## src/rtl/core/periodic_grid_difference_defines.svh

```systemverilog
// Assertion macros for the periodic grid difference block.
// Included by the RTL files that carry concurrent checks; no other dependencies.
`ifndef PERIODIC_GRID_DIFFERENCE_DEFINES_SVH
`define PERIODIC_GRID_DIFFERENCE_DEFINES_SVH

`ifndef SYNTH
`define PGD_ASSERT_IMPL(label, clk, rst_n, ante, cons) \
    label: assert property (@(posedge clk) disable iff (!rst_n) (ante) |-> (cons)) \
        else $error("pgd check failed");
`define PGD_ASSERT_NEXT(label, clk, rst_n, ante, cons) \
    label: assert property (@(posedge clk) disable iff (!rst_n) (ante) |=> (cons)) \
        else $error("pgd check failed");
`else
`define PGD_ASSERT_IMPL(label, clk, rst_n, ante, cons)
`define PGD_ASSERT_NEXT(label, clk, rst_n, ante, cons)
`endif

`endif

```

## src/rtl/core/pgd_pkg.sv

```systemverilog
// Shared types and constants for the periodic grid difference block.
// No dependencies; the interfaces and every other RTL module use this package.
`default_nettype none

package pgd_pkg;

    localparam int DATA_W     = 32;
    localparam int FRAC_BITS  = 16;
    localparam int MAX_WIDTH  = 1024;
    localparam int MAX_HEIGHT = 1024;
    localparam int IDX_W      = $clog2(MAX_WIDTH);
    localparam int ROW_W      = $clog2(MAX_HEIGHT);
    localparam int SIZE_W     = 11;
    localparam int CFG_IDX_W  = 3;
    localparam int QDEPTH     = 4;
    localparam int QPTR_W     = $clog2(QDEPTH);

    typedef enum logic [1:0] {
        MODE_FWD_X = 2'd0,
        MODE_BWD_X = 2'd1,
        MODE_FWD_Y = 2'd2,
        MODE_BWD_Y = 2'd3
    } t_pgd_mode;

    typedef enum logic [CFG_IDX_W-1:0] {
        REG_MODE        = 3'd0,
        REG_INV_SPACING = 3'd1,
        REG_GRID_WIDTH  = 3'd2,
        REG_GRID_HEIGHT = 3'd3,
        REG_WIN_FIRST   = 3'd4,
        REG_WIN_LAST    = 3'd5
    } t_pgd_reg;

    typedef struct packed {
        t_pgd_mode         mode;
        logic [DATA_W-1:0] inv_spacing;
        logic [SIZE_W-1:0] grid_width;
        logic [SIZE_W-1:0] grid_height;
        logic [ROW_W-1:0]  win_first;
        logic [ROW_W-1:0]  win_last;
    } t_pgd_cfg;

    // One pending difference: sign and magnitude of the raw difference plus its position.
    typedef struct packed {
        logic              neg;
        logic [DATA_W-1:0] mag;
        logic [ROW_W-1:0]  row;
        logic [IDX_W-1:0]  col;
    } t_pgd_op;

    typedef struct packed {
        logic    en1;
        logic    en2;
        t_pgd_op op1;
        t_pgd_op op2;
    } t_pgd_entry;

endpackage

`default_nettype wire

```

## src/rtl/core/pgd_queue.sv

```systemverilog
// Short queue of classified items between the front and the back end.
// Depends on pgd_pkg and the assertion macro header.
`default_nettype none
`include "periodic_grid_difference_defines.svh"

module pgd_queue (
    input  wire logic                 i_clk,
    input  wire logic                 i_rst_n,
    input  wire logic                 i_push,
    input  wire pgd_pkg::t_pgd_entry  i_entry,
    input  wire logic                 i_pop,
    output pgd_pkg::t_pgd_entry       o_head,
    output logic                      o_valid,
    output logic [pgd_pkg::QPTR_W:0]  o_level
);
    import pgd_pkg::*;

    t_pgd_entry        r_mem [QDEPTH];
    logic [QPTR_W-1:0] r_wptr;
    logic [QPTR_W-1:0] r_rptr;
    logic [QPTR_W:0]   r_count;

    always_ff @(posedge i_clk) begin
        if (i_push) begin
            r_mem[r_wptr] <= i_entry;
        end
    end

    always_ff @(posedge i_clk) begin
        if (!i_rst_n) begin
            r_wptr  <= '0;
            r_rptr  <= '0;
            r_count <= '0;
        end else begin
            if (i_push) begin
                r_wptr <= r_wptr + QPTR_W'(1);
            end
            if (i_pop) begin
                r_rptr <= r_rptr + QPTR_W'(1);
            end
            if (i_push && !i_pop) begin
                r_count <= r_count + (QPTR_W+1)'(1);
            end else if (!i_push && i_pop) begin
                r_count <= r_count - (QPTR_W+1)'(1);
            end
        end
    end

    assign o_head  = r_mem[r_rptr];
    assign o_valid = (r_count != '0);
    assign o_level = r_count;

    `PGD_ASSERT_IMPL(a_no_overflow, i_clk, i_rst_n, i_push && !i_pop, r_count < (QPTR_W+1)'(QDEPTH))
    `PGD_ASSERT_IMPL(a_no_underflow, i_clk, i_rst_n, i_pop, r_count != '0)
    `PGD_ASSERT_IMPL(a_entry_has_work, i_clk, i_rst_n, o_valid, o_head.en1 || o_head.en2)

endmodule

`default_nettype wire

```

## config.mk

```make
export PLATFORM = sky130hd
export DESIGN_NAME = pgd_queue
export DESIGN_NICKNAME = d
export VERILOG_FILES = /design/src/rtl/core/pgd_pkg.sv /design/src/rtl/core/pgd_queue.sv
export VERILOG_INCLUDE_DIRS = /design/src /design/src/rtl/core
export SDC_FILE = /design/constraint.sdc
export NUM_CORES = 1
export LEC_CHECK = 0
export ABC_AREA = 1
export BUFFER_PORTS_ARGS = -buffer_cell sky130_fd_sc_hd__buf_2
export CELL_PAD_IN_SITES_DETAIL_PLACEMENT = 0
export CELL_PAD_IN_SITES_GLOBAL_PLACEMENT = 1
export CORE_UTILIZATION = 43
export DETAILED_ROUTE_END_ITERATION = 8
export PLACE_DENSITY = 0.73
export SYNTH_ARGS = -nofsm -noshare
export SYNTH_HDL_FRONTEND = slang
export SYNTH_SLANG_ARGS = --single-unit
```

## constraint.sdc

```tcl
create_clock -name i_clk -period 3.1 [get_ports i_clk]
set_input_delay 0.62 -clock i_clk [delete_from_list [all_inputs] [get_ports i_clk]]
set_output_delay 0.62 -clock i_clk [all_outputs]
set_load 0.02 [all_outputs]
```

==> summary.txt <==
Floorplanning
  – I/O Pins: 224
  – Initial cell density of the core: 43.6%
  – Chip height: 197 microns
  – Die Area: 39,000 sq um
  – Cell row count: 71
  – Die X-Extent: 197 microns
  – Core Area: 37,700 sq um

Global routing
  – GR met1 Demand/Resource: 23.2%
  – First-pass GRT wire length: 52.5 mm
  – Initial antenna violation count: 4
  – Met2 GRT Util: 27.9%
  – Met3 track demand over resource: 5.40%
  – Grt total ovfl: 0
  – Most Crowded Layer GR: met2
  – Vias in the first global route: 9,384
  – Largest net degree at the start of global routing: 113
  – Gr usage total: 17.6%

Critical path
  – Number of cells on the worst reg-to-reg path: 5
  – Crit path capture: o_head[102]
  – Crit Reg-Reg Startpoint: r_wptr[0]$_SDFFE_PN0P_
  – Crit path DAT: 2.14 ns
  – Worst Setup Start Kind: flop
  – Crit path required time: 2.48 ns
  – RR Endpoint: r_mem[2][89]$_DFFE_PP_
  – CP Class: reg -> out
  – R2R setup slack: 1.34 ns
  – CP Capture Type: output port
  – Max FO, Critical Path: 81

STA
  – Clock period minus worst slack: 2.76 ns
  – Fmax: 362 MHz
  – Max Clock Skew: 0.00924 ns
  – Setup_tns: 0 ns
  – Period Utilization, post-route: 89.0%
  – Setup violators final: 0
  – RSZ-0062 raised after global routing: false
  – Slew Viols, Final: 0
  – Fin Hold WS: 0.267 ns
  – Slew HR: 61.5%
  – Fin. Hold Viols: 0
  – Worst Tran Pin Value: 0.578 ns

Synthesis
  – Post-synth EDFFs: 432
  – Synth area leader: edfxtp_1
  – Post-synthesis cell count: 1,102
  – YS warnings: 0
  – Avg Inst Size Synth: 14.9 sq um
  – Sequential area share after synthesis: 80.1%
  – Synth area leaders: edfxtp_1 (79%), o21ai_0 (5.6%), nor2_1 (5.1%), o22ai_1 (4.1%), o21ai_1 (1.1%)
  – Yosys top cell area share: 79.0%
  – Main flop type after synthesis: edfxtp_1
  – Cell Area, Synth: 16,400 sq um
  – Synthesized flop and latch total: 441
  – Syn_nets: 1,220
  – Distinct cells, synth: 22
  – Count leader, synth: edfxtp_1
  – Synth cell count leaders: edfxtp_1 (432), nor2_1 (222), o21ai_0 (185), o22ai_1 (108), clkbuf_1 (40)
  – Post-synth ARST share: 0%

Placement
  – HPWL Detailed: 18.6 mm
  – PortBufs: 223
  – Placed cell count: 1,785
  – Area after DPL: 18,100 sq um
  – GP Congestion: 0.704

Clock tree
  – Post-CTS Setup Bufs: 0
  – Hold buffers post-CTS: 0
  – CTS root buf: clkbuf_16
  – Worst-path clk slew: 0.06 ns
  – Clk buf depth: 3
  – Clock Latency Late Sink: 0.56 ns
  – CTS tree: built
  – CTS sink cnt: 441
  – Resize count post-CTS: 0
  – H-tree Lvls: 2
  – CTS buffer count: 46

Layout
  – Layout area overhead: 18.9%
  – Final design instance area without fill: 19,500 sq um
  – Layout cells sized above 1: 23.0%
  – Finished Layout Cells: 1,868
  – Final #Nets: 1,440

Flow run
  – Max-cap viol count: 0

Power and ir drop
  – Cell Pwr Density: 686 nW/um^2
  – Leak: 6.76 nW
  – Worst vdd ir: 0.573 mV

Outcome
  – Outcome: finished clean

Detailed routing
  – Drt initial violations: 475
  – Avg WL per Cell: 18.4 microns
  – DRC viols: 0
  – DR vias: 9,642
  – Via-to-Cell Ratio: 5.16
  – Antenna Violating Nets Remaining: 0
  – Detailed Routing Iterations Pass 1: 4
  – Routed WL: 34.4 mm

Min path
  – Worst Hold Class: in -> reg
  – Hold_sp: i_entry[58]
power breakdown:
part	internal (W)	total, W	leakage (nW)	switching [W]
logic	0.000399	0.00134	2.01	0.000940
registers	0.00682	0.00687	4.04	0.0000548
clock network	0.00306	0.00519	0.698	0.00213
total	0.0103	0.0134	6.76	0.00313
cell type report:
type	count	area (sq um)
Fill cell	3185	18100
Sequential cell	441	13200
Multi-Input combinational cell	574	2770
Timing Repair Buffer	242	1430
Clock buffer	62	1280
Tap cell	511	639
Clock inverter	20	149
Inverter	17	87.6
Antenna cell	1	2.50
critical path: stages, from the launching register on:
cell     delay, ns
dfxtp_4       0.38
inv_8         0.36
buf_12        0.29
o21ai_0       0.11
o22ai_1       0.18
buf_2         0.19
how the worst min path moves through the flow:
| stage | slack [ns] | endpoint | depth (start not counted) |
|---|---|---|---|
| 2_1_floorplan | 0.41 | flop | 1 |
| 3_3_place_gp | 0.42 | flop | 1 |
| 3_5_place_dp | 0.43 | flop | 1 |
| 4_1_cts | 0.23 | r_mem[1][2]$_DFFE_PP_ | 1 |
| 5_1_grt | 0.24 | r_mem[0][30]$_DFFE_PP_ | 1 |
| 6_report | 0.27 | r_mem[1][58]$_DFFE_PP_ | 1 |
layer usage:
layer,vias up,wire (microns)
met5,-,38
met4,6,681
met3,57,2510
met2,268,16000
met1,4693,15100
li1,4618,-
logic make-up (layout without fill, tap and decap cells):
kind of cell,after synthesis,in the layout,share of synthesized area (%)
other cells,0,1,0
fa+ha+maj,6,6,0.503
buf+inv,87,341,3.08
simple gates,234,234,5.37
flops,441,441,80.1
compound gates,334,334,11.0
cells in the final DEF (no fill, tap or decap):
cell        synthesis  final
buf_4               3      5
o21ai_0           185    185
inv_8               1      1
nand2_1            10     10
clkinv_2            1      8
clkbuf_16           0     49
clkinvlp_4          0      6
edfxtp_1          432    432
clkinv_4            0      1
clkbuf_1           40     12
nand4_1             1      1
bufinv_16           0      2
inv_1              15     11
buf_12              1     14
buf_2               7    223
dfxtp_1             9      7
clkinv_1            0      8
dfxtp_4             0      2
clkbuf_8            0      1
ha_1                5      5
fa_1                1      1
o22ai_1           108    108
a21oi_1             4      4
diode_2             0      1
nand3_1             1      1
o21ai_1            37     37
nor2_1            222    222
stage by stage:
| stage | setup WS, ns | util, % | power [W] |
|---|---|---|---|
| finish | 0.340 | 51.8 | 0.0134 |
| global route | 0.166 | 51.8 | 0.0139 |
| CTS | 0.297 | 51.8 | 0.0136 |
| detailed placement | 0.916 | 48.0 | 0.00836 |
| global placement | 0.942 | 48.0 | 0.00833 |
| floorplan | 0.420 | - | 0.00782 |
sequential cells by signal (all words and copies together) (netlist names), named ones only:
| register | flops |
|---|---|
| r_wptr | 2 |
| r_mem | 432 |
| o_level | 3 |
| r_rptr | 2 |
Power figures use the tool's default switching activity.
