$ cat src/rtl/core/periodic_grid_difference_defines.svh
// Assertion macros for the periodic grid difference block.
// Included by the RTL files that carry concurrent checks; no other dependencies.
`ifndef PERIODIC_GRID_DIFFERENCE_DEFINES_SVH
`define PERIODIC_GRID_DIFFERENCE_DEFINES_SVH

`ifndef SYNTH
`define PGD_ASSERT_IMPL(label, clk, rst_n, ante, cons) \
    label: assert property (@(posedge clk) disable iff (!rst_n) (ante) |-> (cons)) \
        else $error("pgd check failed");
`define PGD_ASSERT_NEXT(label, clk, rst_n, ante, cons) \
    label: assert property (@(posedge clk) disable iff (!rst_n) (ante) |=> (cons)) \
        else $error("pgd check failed");
`else
`define PGD_ASSERT_IMPL(label, clk, rst_n, ante, cons)
`define PGD_ASSERT_NEXT(label, clk, rst_n, ante, cons)
`endif

`endif

$ cat src/rtl/core/pgd_pkg.sv
// Shared types and constants for the periodic grid difference block.
// No dependencies; the interfaces and every other RTL module use this package.
`default_nettype none

package pgd_pkg;

    localparam int DATA_W     = 32;
    localparam int FRAC_BITS  = 16;
    localparam int MAX_WIDTH  = 1024;
    localparam int MAX_HEIGHT = 1024;
    localparam int IDX_W      = $clog2(MAX_WIDTH);
    localparam int ROW_W      = $clog2(MAX_HEIGHT);
    localparam int SIZE_W     = 11;
    localparam int CFG_IDX_W  = 3;
    localparam int QDEPTH     = 4;
    localparam int QPTR_W     = $clog2(QDEPTH);

    typedef enum logic [1:0] {
        MODE_FWD_X = 2'd0,
        MODE_BWD_X = 2'd1,
        MODE_FWD_Y = 2'd2,
        MODE_BWD_Y = 2'd3
    } t_pgd_mode;

    typedef enum logic [CFG_IDX_W-1:0] {
        REG_MODE        = 3'd0,
        REG_INV_SPACING = 3'd1,
        REG_GRID_WIDTH  = 3'd2,
        REG_GRID_HEIGHT = 3'd3,
        REG_WIN_FIRST   = 3'd4,
        REG_WIN_LAST    = 3'd5
    } t_pgd_reg;

    typedef struct packed {
        t_pgd_mode         mode;
        logic [DATA_W-1:0] inv_spacing;
        logic [SIZE_W-1:0] grid_width;
        logic [SIZE_W-1:0] grid_height;
        logic [ROW_W-1:0]  win_first;
        logic [ROW_W-1:0]  win_last;
    } t_pgd_cfg;

    // One pending difference: sign and magnitude of the raw difference plus its position.
    typedef struct packed {
        logic              neg;
        logic [DATA_W-1:0] mag;
        logic [ROW_W-1:0]  row;
        logic [IDX_W-1:0]  col;
    } t_pgd_op;

    typedef struct packed {
        logic    en1;
        logic    en2;
        t_pgd_op op1;
        t_pgd_op op2;
    } t_pgd_entry;

endpackage

`default_nettype wire

$ cat src/rtl/core/pgd_if.sv
// Channel interfaces of the periodic grid difference block: input samples,
// results and configuration writes. Depends on pgd_pkg.
`default_nettype none


interface pgd_out_if;
    logic                             valid;
    logic                             ready;
    logic signed [pgd_pkg::DATA_W-1:0] value;
    logic [pgd_pkg::ROW_W-1:0]        out_row;
    logic [pgd_pkg::IDX_W-1:0]        out_col;
    logic                             saturated;
    logic                             last;

    modport source (output valid, output value, output out_row, output out_col,
                    output saturated, output last, input ready);
    modport sink   (input valid, input value, input out_row, input out_col,
                    input saturated, input last, output ready);
endinterface


`default_nettype wire

$ cat src/rtl/core/pgd_back.sv
// Back end: takes queued differences one at a time, scales them by the
// reciprocal spacing, rounds down, saturates and drives the result channel.
// Depends on pgd_pkg, pgd_if and the assertion macro header.
`default_nettype none
`include "periodic_grid_difference_defines.svh"

module pgd_back (
    input  wire logic                 i_clk,
    input  wire logic                 i_rst_n,
    input  wire logic [pgd_pkg::DATA_W-1:0] i_inv_spacing,
    input  wire pgd_pkg::t_pgd_entry  i_head,
    input  wire logic                 i_head_valid,
    output logic                      o_pop,
    pgd_out_if.source                 o_out
);
    import pgd_pkg::*;

    localparam int PROD_W = 2 * DATA_W;
    localparam int QW     = PROD_W - FRAC_BITS;
    localparam logic [PROD_W-1:0] FRAC_MASK = (PROD_W'(1) << FRAC_BITS) - PROD_W'(1);
    localparam logic [QW:0]       NEG_LIMIT = (QW+1)'(1) << (DATA_W - 1);
    localparam logic [QW:0]       POS_LIMIT = NEG_LIMIT - (QW+1)'(1);
    localparam logic [DATA_W-1:0] VAL_MIN   = DATA_W'(1) << (DATA_W - 1);
    localparam logic [DATA_W-1:0] VAL_MAX   = VAL_MIN - DATA_W'(1);

    logic r_half;

    logic              r_p_valid;
    logic [PROD_W-1:0] r_p_prod;
    logic              r_p_neg;
    logic [ROW_W-1:0]  r_p_row;
    logic [IDX_W-1:0]  r_p_col;
    logic              r_p_last;

    logic              r_o_valid;
    logic [DATA_W-1:0] r_o_value;
    logic [ROW_W-1:0]  r_o_row;
    logic [IDX_W-1:0]  r_o_col;
    logic              r_o_sat;
    logic              r_o_last;

    logic              adv_o;
    logic              p_free;
    logic              issue;
    logic              sel2;
    logic              op_last;
    t_pgd_op           op;
    logic [DATA_W-1:0] n_value;
    logic              n_sat;

    assign adv_o   = !r_o_valid || o_out.ready;
    assign p_free  = !r_p_valid || adv_o;
    assign issue   = i_head_valid && p_free;
    // The second difference goes once the first has gone or when there is no first.
    assign sel2    = r_half || !i_head.en1;
    assign op      = sel2 ? i_head.op2 : i_head.op1;
    assign op_last = sel2 || !i_head.en2;
    assign o_pop   = issue && op_last;

    always_ff @(posedge i_clk) begin
        if (!i_rst_n) begin
            r_half    <= 1'b0;
            r_p_valid <= 1'b0;
            r_o_valid <= 1'b0;
        end else begin
            if (issue) begin
                r_half <= !op_last;
            end
            if (p_free) begin
                r_p_valid <= issue;
            end
            if (adv_o) begin
                r_o_valid <= r_p_valid;
            end
        end
    end

    always_ff @(posedge i_clk) begin
        if (issue && p_free) begin
            r_p_prod <= PROD_W'(op.mag) * PROD_W'(i_inv_spacing);
            r_p_neg  <= op.neg;
            r_p_row  <= op.row;
            r_p_col  <= op.col;
            r_p_last <= op_last;
        end
    end

    // Floor of the signed product: a negative magnitude with a fraction rounds up.
    always_comb begin
        logic [QW:0] q;
        q = (QW+1)'(r_p_prod >> FRAC_BITS);
        if (r_p_neg) begin
            q = q + (QW+1)'((r_p_prod & FRAC_MASK) != '0);
            if (q > NEG_LIMIT) begin
                n_sat   = 1'b1;
                n_value = VAL_MIN;
            end else begin
                n_sat   = 1'b0;
                n_value = ~q[DATA_W-1:0] + DATA_W'(1);
            end
        end else begin
            if (q > POS_LIMIT) begin
                n_sat   = 1'b1;
                n_value = VAL_MAX;
            end else begin
                n_sat   = 1'b0;
                n_value = q[DATA_W-1:0];
            end
        end
    end

    always_ff @(posedge i_clk) begin
        if (adv_o && r_p_valid) begin
            r_o_value <= n_value;
            r_o_sat   <= n_sat;
            r_o_row   <= r_p_row;
            r_o_col   <= r_p_col;
            r_o_last  <= r_p_last;
        end
    end

    assign o_out.valid     = r_o_valid;
    assign o_out.value     = r_o_value;
    assign o_out.out_row   = r_o_row;
    assign o_out.out_col   = r_o_col;
    assign o_out.saturated = r_o_sat;
    assign o_out.last      = r_o_last;

    `PGD_ASSERT_IMPL(a_half_needs_second, i_clk, i_rst_n, r_half, i_head_valid && i_head.en2)
    `PGD_ASSERT_IMPL(a_sat_at_limit, i_clk, i_rst_n, r_o_valid && r_o_sat, r_o_value == VAL_MIN || r_o_value == VAL_MAX)
    `PGD_ASSERT_NEXT(a_first_then_second, i_clk, i_rst_n, issue && !op_last, r_half)

endmodule

`default_nettype wire
$ cat src/flat_wrapper.sv
// flat-port wrapper written by rule: the top's interface ports become plain ports
module pgd_back_flat import pgd_pkg::*;
  (i_clk, i_rst_n, i_inv_spacing, i_head, i_head_valid, o_pop, o_out_valid, o_out_value, o_out_out_row, o_out_out_col, o_out_saturated, o_out_last, o_out_ready);
  pgd_out_if o_out_i ();
  input  wire logic i_clk;
  input  wire logic i_rst_n;
  input  wire logic [pgd_pkg::DATA_W-1:0] i_inv_spacing;
  input  wire pgd_pkg::t_pgd_entry i_head;
  input  wire logic i_head_valid;
  output logic o_pop;
  output wire logic [$bits(o_out_i.valid)-1:0] o_out_valid;
  output wire logic [$bits(o_out_i.value)-1:0] o_out_value;
  output wire logic [$bits(o_out_i.out_row)-1:0] o_out_out_row;
  output wire logic [$bits(o_out_i.out_col)-1:0] o_out_out_col;
  output wire logic [$bits(o_out_i.saturated)-1:0] o_out_saturated;
  output wire logic [$bits(o_out_i.last)-1:0] o_out_last;
  input wire logic [$bits(o_out_i.ready)-1:0] o_out_ready;
  assign o_out_valid = o_out_i.valid;
  assign o_out_value = o_out_i.value;
  assign o_out_out_row = o_out_i.out_row;
  assign o_out_out_col = o_out_i.out_col;
  assign o_out_saturated = o_out_i.saturated;
  assign o_out_last = o_out_i.last;
  assign o_out_i.ready = o_out_ready;
  pgd_back u_core (.i_clk(i_clk), .i_rst_n(i_rst_n), .i_inv_spacing(i_inv_spacing), .i_head(i_head), .i_head_valid(i_head_valid), .o_pop(o_pop), .o_out(o_out_i));
endmodule
$ cat config.mk
export PLATFORM = sky130hd
export DESIGN_NAME = pgd_back_flat
export DESIGN_NICKNAME = d
export VERILOG_FILES = /design/src/rtl/core/pgd_pkg.sv /design/src/rtl/core/pgd_if.sv /design/src/rtl/core/pgd_back.sv /design/src/flat_wrapper.sv
export VERILOG_INCLUDE_DIRS = /design/src /design/src/rtl/core
export SDC_FILE = /design/constraint.sdc
export NUM_CORES = 2
export LEC_CHECK = 0
export ABC_AREA = 0
export BUFFER_PORTS_ARGS = -buffer_cell sky130_fd_sc_hd__buf_2
export CAP_MARGIN = 25
export CORE_MARGIN = 5
export CORE_UTILIZATION = 49
export DETAILED_ROUTE_END_ITERATION = 10
export GPL_ROUTABILITY_DRIVEN = 0
export PLACE_DENSITY = 0.76
export SLEW_MARGIN = 20
export SYNTH_ARGS = -nofsm -noshare
export SYNTH_HDL_FRONTEND = slang
export SYNTH_SLANG_ARGS = --single-unit
$ cat constraint.sdc
create_clock -name i_clk -period 13.4 [get_ports i_clk]
set_input_delay 2.01 -clock i_clk [delete_from_list [all_inputs] [get_ports i_clk]]
set_output_delay 2.01 -clock i_clk [all_outputs]
set_load 0.01 [all_outputs]
==> metrics.yaml <==
clock_network:
  worstSkewPairLatency_ns: 0.43
  cts_buffers: 17
  cts_resized: 0
  postCtsSetupBuffers: 0
  clk_path_buf_depth: 2
  root_buffer: "clkbuf_16"
  htree_levels: 4
  postCtsHoldBufs: 0
  clock_sinks: 143
  cts_tree: "yes"
  cts.clk_slew.worst_paths_ns: 0.07
timing:
  final-hold-violation-count: 0
  hold_ws_ns: 0.419
  final.setup_skew_ns: 0.00751
  fin_tns_setup_ns: 0
  slew_viol_final: 0
  min_period_ns: 11.30
  fmax_mhz: 88.5
  rsz0062_at_grt: "false"
  tightest_slew_ns: 0.971
  slew_headroom_pct: 35.3
  min_period_over_period_pct: 84.3
  finalSetupViolCount: 0
synth:
  synth_seq_cells: 143
  yosysWarningCount: 0
  yosysUniqueCellTypes: 74
  seq_area_frac_synth_pct: 10.4
  avgSynthCellArea_um2: 9.39
  netlist_instances: 4379
  synth_edf_count: 140
  synthArstFlopShare_pct: 0
  netlist_area_mm2: 0.0411
  synth_area_leaders: "fa_1 (44%), edfxtp_1 (10%), and2_1 (9.2%), inv_1 (8.5%), ha_1 (8.1%)"
  synth_top_area_cell: "fa_1"
  ys.flop_type: "edfxtp_1"
  yosysTopAreaCellShare_pct: 43.6
  synthesis.nets: 5685
worst_setup_path:
  worstSetupPathType: "in -> reg"
  cp.arrival_ns: 11.48
  crit_fanout: 21
  critPathRequiredTime_ns: 13.57
  crit_path_start_kind: "input pin"
  endpoint_kind: "flop"
cells_and_area:
  layout-drive-gt1-share_pct: 7.44
  layout_common_cells: "inv_1 (926), fa_1 (896), and2_1 (604), nand2_1 (516), ha_1 (266)"
  synthToLayoutAreaGrowth_pct: 5.18
  final_common_cell: "inv_1"
  nets: 5664
die:
  die_w_um: 300
  rows: 106
  coreArea_mm2: 0.0834
  io-pin-count: 200
  die_h_um: 300
  start_util_pct: 49.3
  dieArea_mm2: 0.0898
drt:
  drt_iter0_markers: 2168
  vias: 30481
  drtPass1Iterations: 7
  drt-wirelength-per-cell_um: 19.5
  antenna_left: 0
  drcViolationCount: 0
  routed_wl_mm: 106
  drt-vias-per-instance: 5.59
flow_run:
  drv_cap: 0
placement:
  numPortBuffers: 199
  dp_hpwl_mm: 84.0
global_routing:
  grt_max_degree: 65
  antenna_found_initial: 3
  globalRouteOverflowTotal: 0
  grt_pass1_wl_mm: 173
  grt_use_total_pct: 24.0
  first_global_vias: 33121
status:
  outcome: "complete, no violations"
min_path:
  holdCritPathClass: "reg -> reg"
Yosys cell counts (all sizes together) (5+ instances only):
cell type	instances
or4	6
nor3	39
o21a	9
a21o	35
mux2i	7
nand2b	6
a211o	23
xor2	27
inv	927
mux2	57
nor2b	6
buf	19
edfxtp	140
nand2	516
ha	266
o31ai	7
or2	5
a21oi	93
or3	9
nor2	58
o21bai	18
nand3	37
fa	896
a211oi	7
xnor2	67
a31oi	11
o211ai	16
nor4b	18
a41oi	5
and4	8
nand4	38
o21ai	80
clkbuf	234
and2	604
nor4	18
and3	13
cells by family after synthesis:
kind of cell / after synthesis / share of synthesized area [%]
AND/OR/NAND/NOR: 1393 / 17.9
buffers and inverters: 1180 / 10.8
adder cells (fa/ha/maj): 1162 / 51.7
AO/OA/AOI/OAI: 343 / 5.43
flip-flops: 143 / 10.4
XOR/XNOR: 94 / 2.00
multiplexers: 64 / 1.73
state kept, by name (all words and copies together), names as in the netlist:
signal	flops
u_core.o_out.last	1
u_core.o_out.out_col	10
u_core.o_out.out_row	10
u_core.o_out.saturated	1
u_core.o_out.valid	1
u_core.o_out.value	32
u_core.r_half	1
u_core.r_p_col	10
u_core.r_p_last	1
u_core.r_p_neg	1
u_core.r_p_prod	64
u_core.r_p_row	10
u_core.r_p_valid	1
worst paths after layout:
kind                                    start  slack [ns]                           endpoint  cells past startpoint
hold / removal    u_core.r_p_row[4]$_DFFE_PP_        0.42  u_core.o_out.out_row[4]$_DFFE_PP_                      0
setup reg to reg   u_core.r_half$_SDFFE_PN0P_        3.44      u_core.r_p_prod[55]$_DFFE_PP_                     26
setup / recovery                  i_head[107]        2.10      u_core.r_p_prod[55]$_DFFE_PP_                     27
hold reg to reg   u_core.r_p_row[4]$_DFFE_PP_        0.42  u_core.o_out.out_row[4]$_DFFE_PP_                      0
critical path, cell delays in order:
cell       delay [ns]
buf_2            0.07
nor2b_4          0.74
mux2_2           0.68
buf_4            0.39
and2_1           0.20
fa_1             0.45
fa_1             0.55
inv_1            0.06
fa_1             0.46
fa_1             0.54
inv_1            0.05
fa_1             0.50
fa_1             0.52
fa_1             0.54
inv_1            0.08
fa_1             0.53
inv_1            0.04
ha_1             0.39
a21oi_1          0.35
o21bai_1         0.12
a21oi_1          0.14
o21ai_0          0.13
o21ai_1          0.49
a2111oi_0        0.23
nor3_1           0.69
o21ai_0          0.24
xnor2_1          0.18
layout make-up:
| type | count | area (um2) |
|---|---|---|
| antenna | 2 | 5.00 |
| clock buffer | 17 | 425 |
| clock inverter | 15 | 198 |
| fill | 7429 | 40200 |
| inverter | 927 | 3480 |
| multi-input combinational | 3056 | 32400 |
| sequential | 143 | 4260 |
| tap | 1080 | 1350 |
| timing repair buffer | 213 | 1110 |
per-stage QoR:
stage	instances	setup slack (ns)	utilization, %	area (um2)
global route	5453	1.57	51.8	43200
CTS	5450	2.14	51.8	43200
detailed placement	5418	1.70	51.1	42600
floorplan	4379	2.77	-	41100
global placement	5418	1.85	51.1	42600
finish	5453	2.10	51.8	43200
metal layers:
| metal | vias to the layer above | GRT usage (%) | wire length, um |
|---|---|---|---|
| met3 | 361 | 3.19 | 7260 |
| met1 | 15512 | 30.3 | 40200 |
| met5 | - | 0 | 0 |
| met4 | 0 | 10.3 | 5300 |
| met2 | 1388 | 41.8 | 53500 |
| li1 | 13220 | - | - |
Power is not shown: default switching activity piles up to over one toggle a cycle in this logic, so the estimate is an artifact.
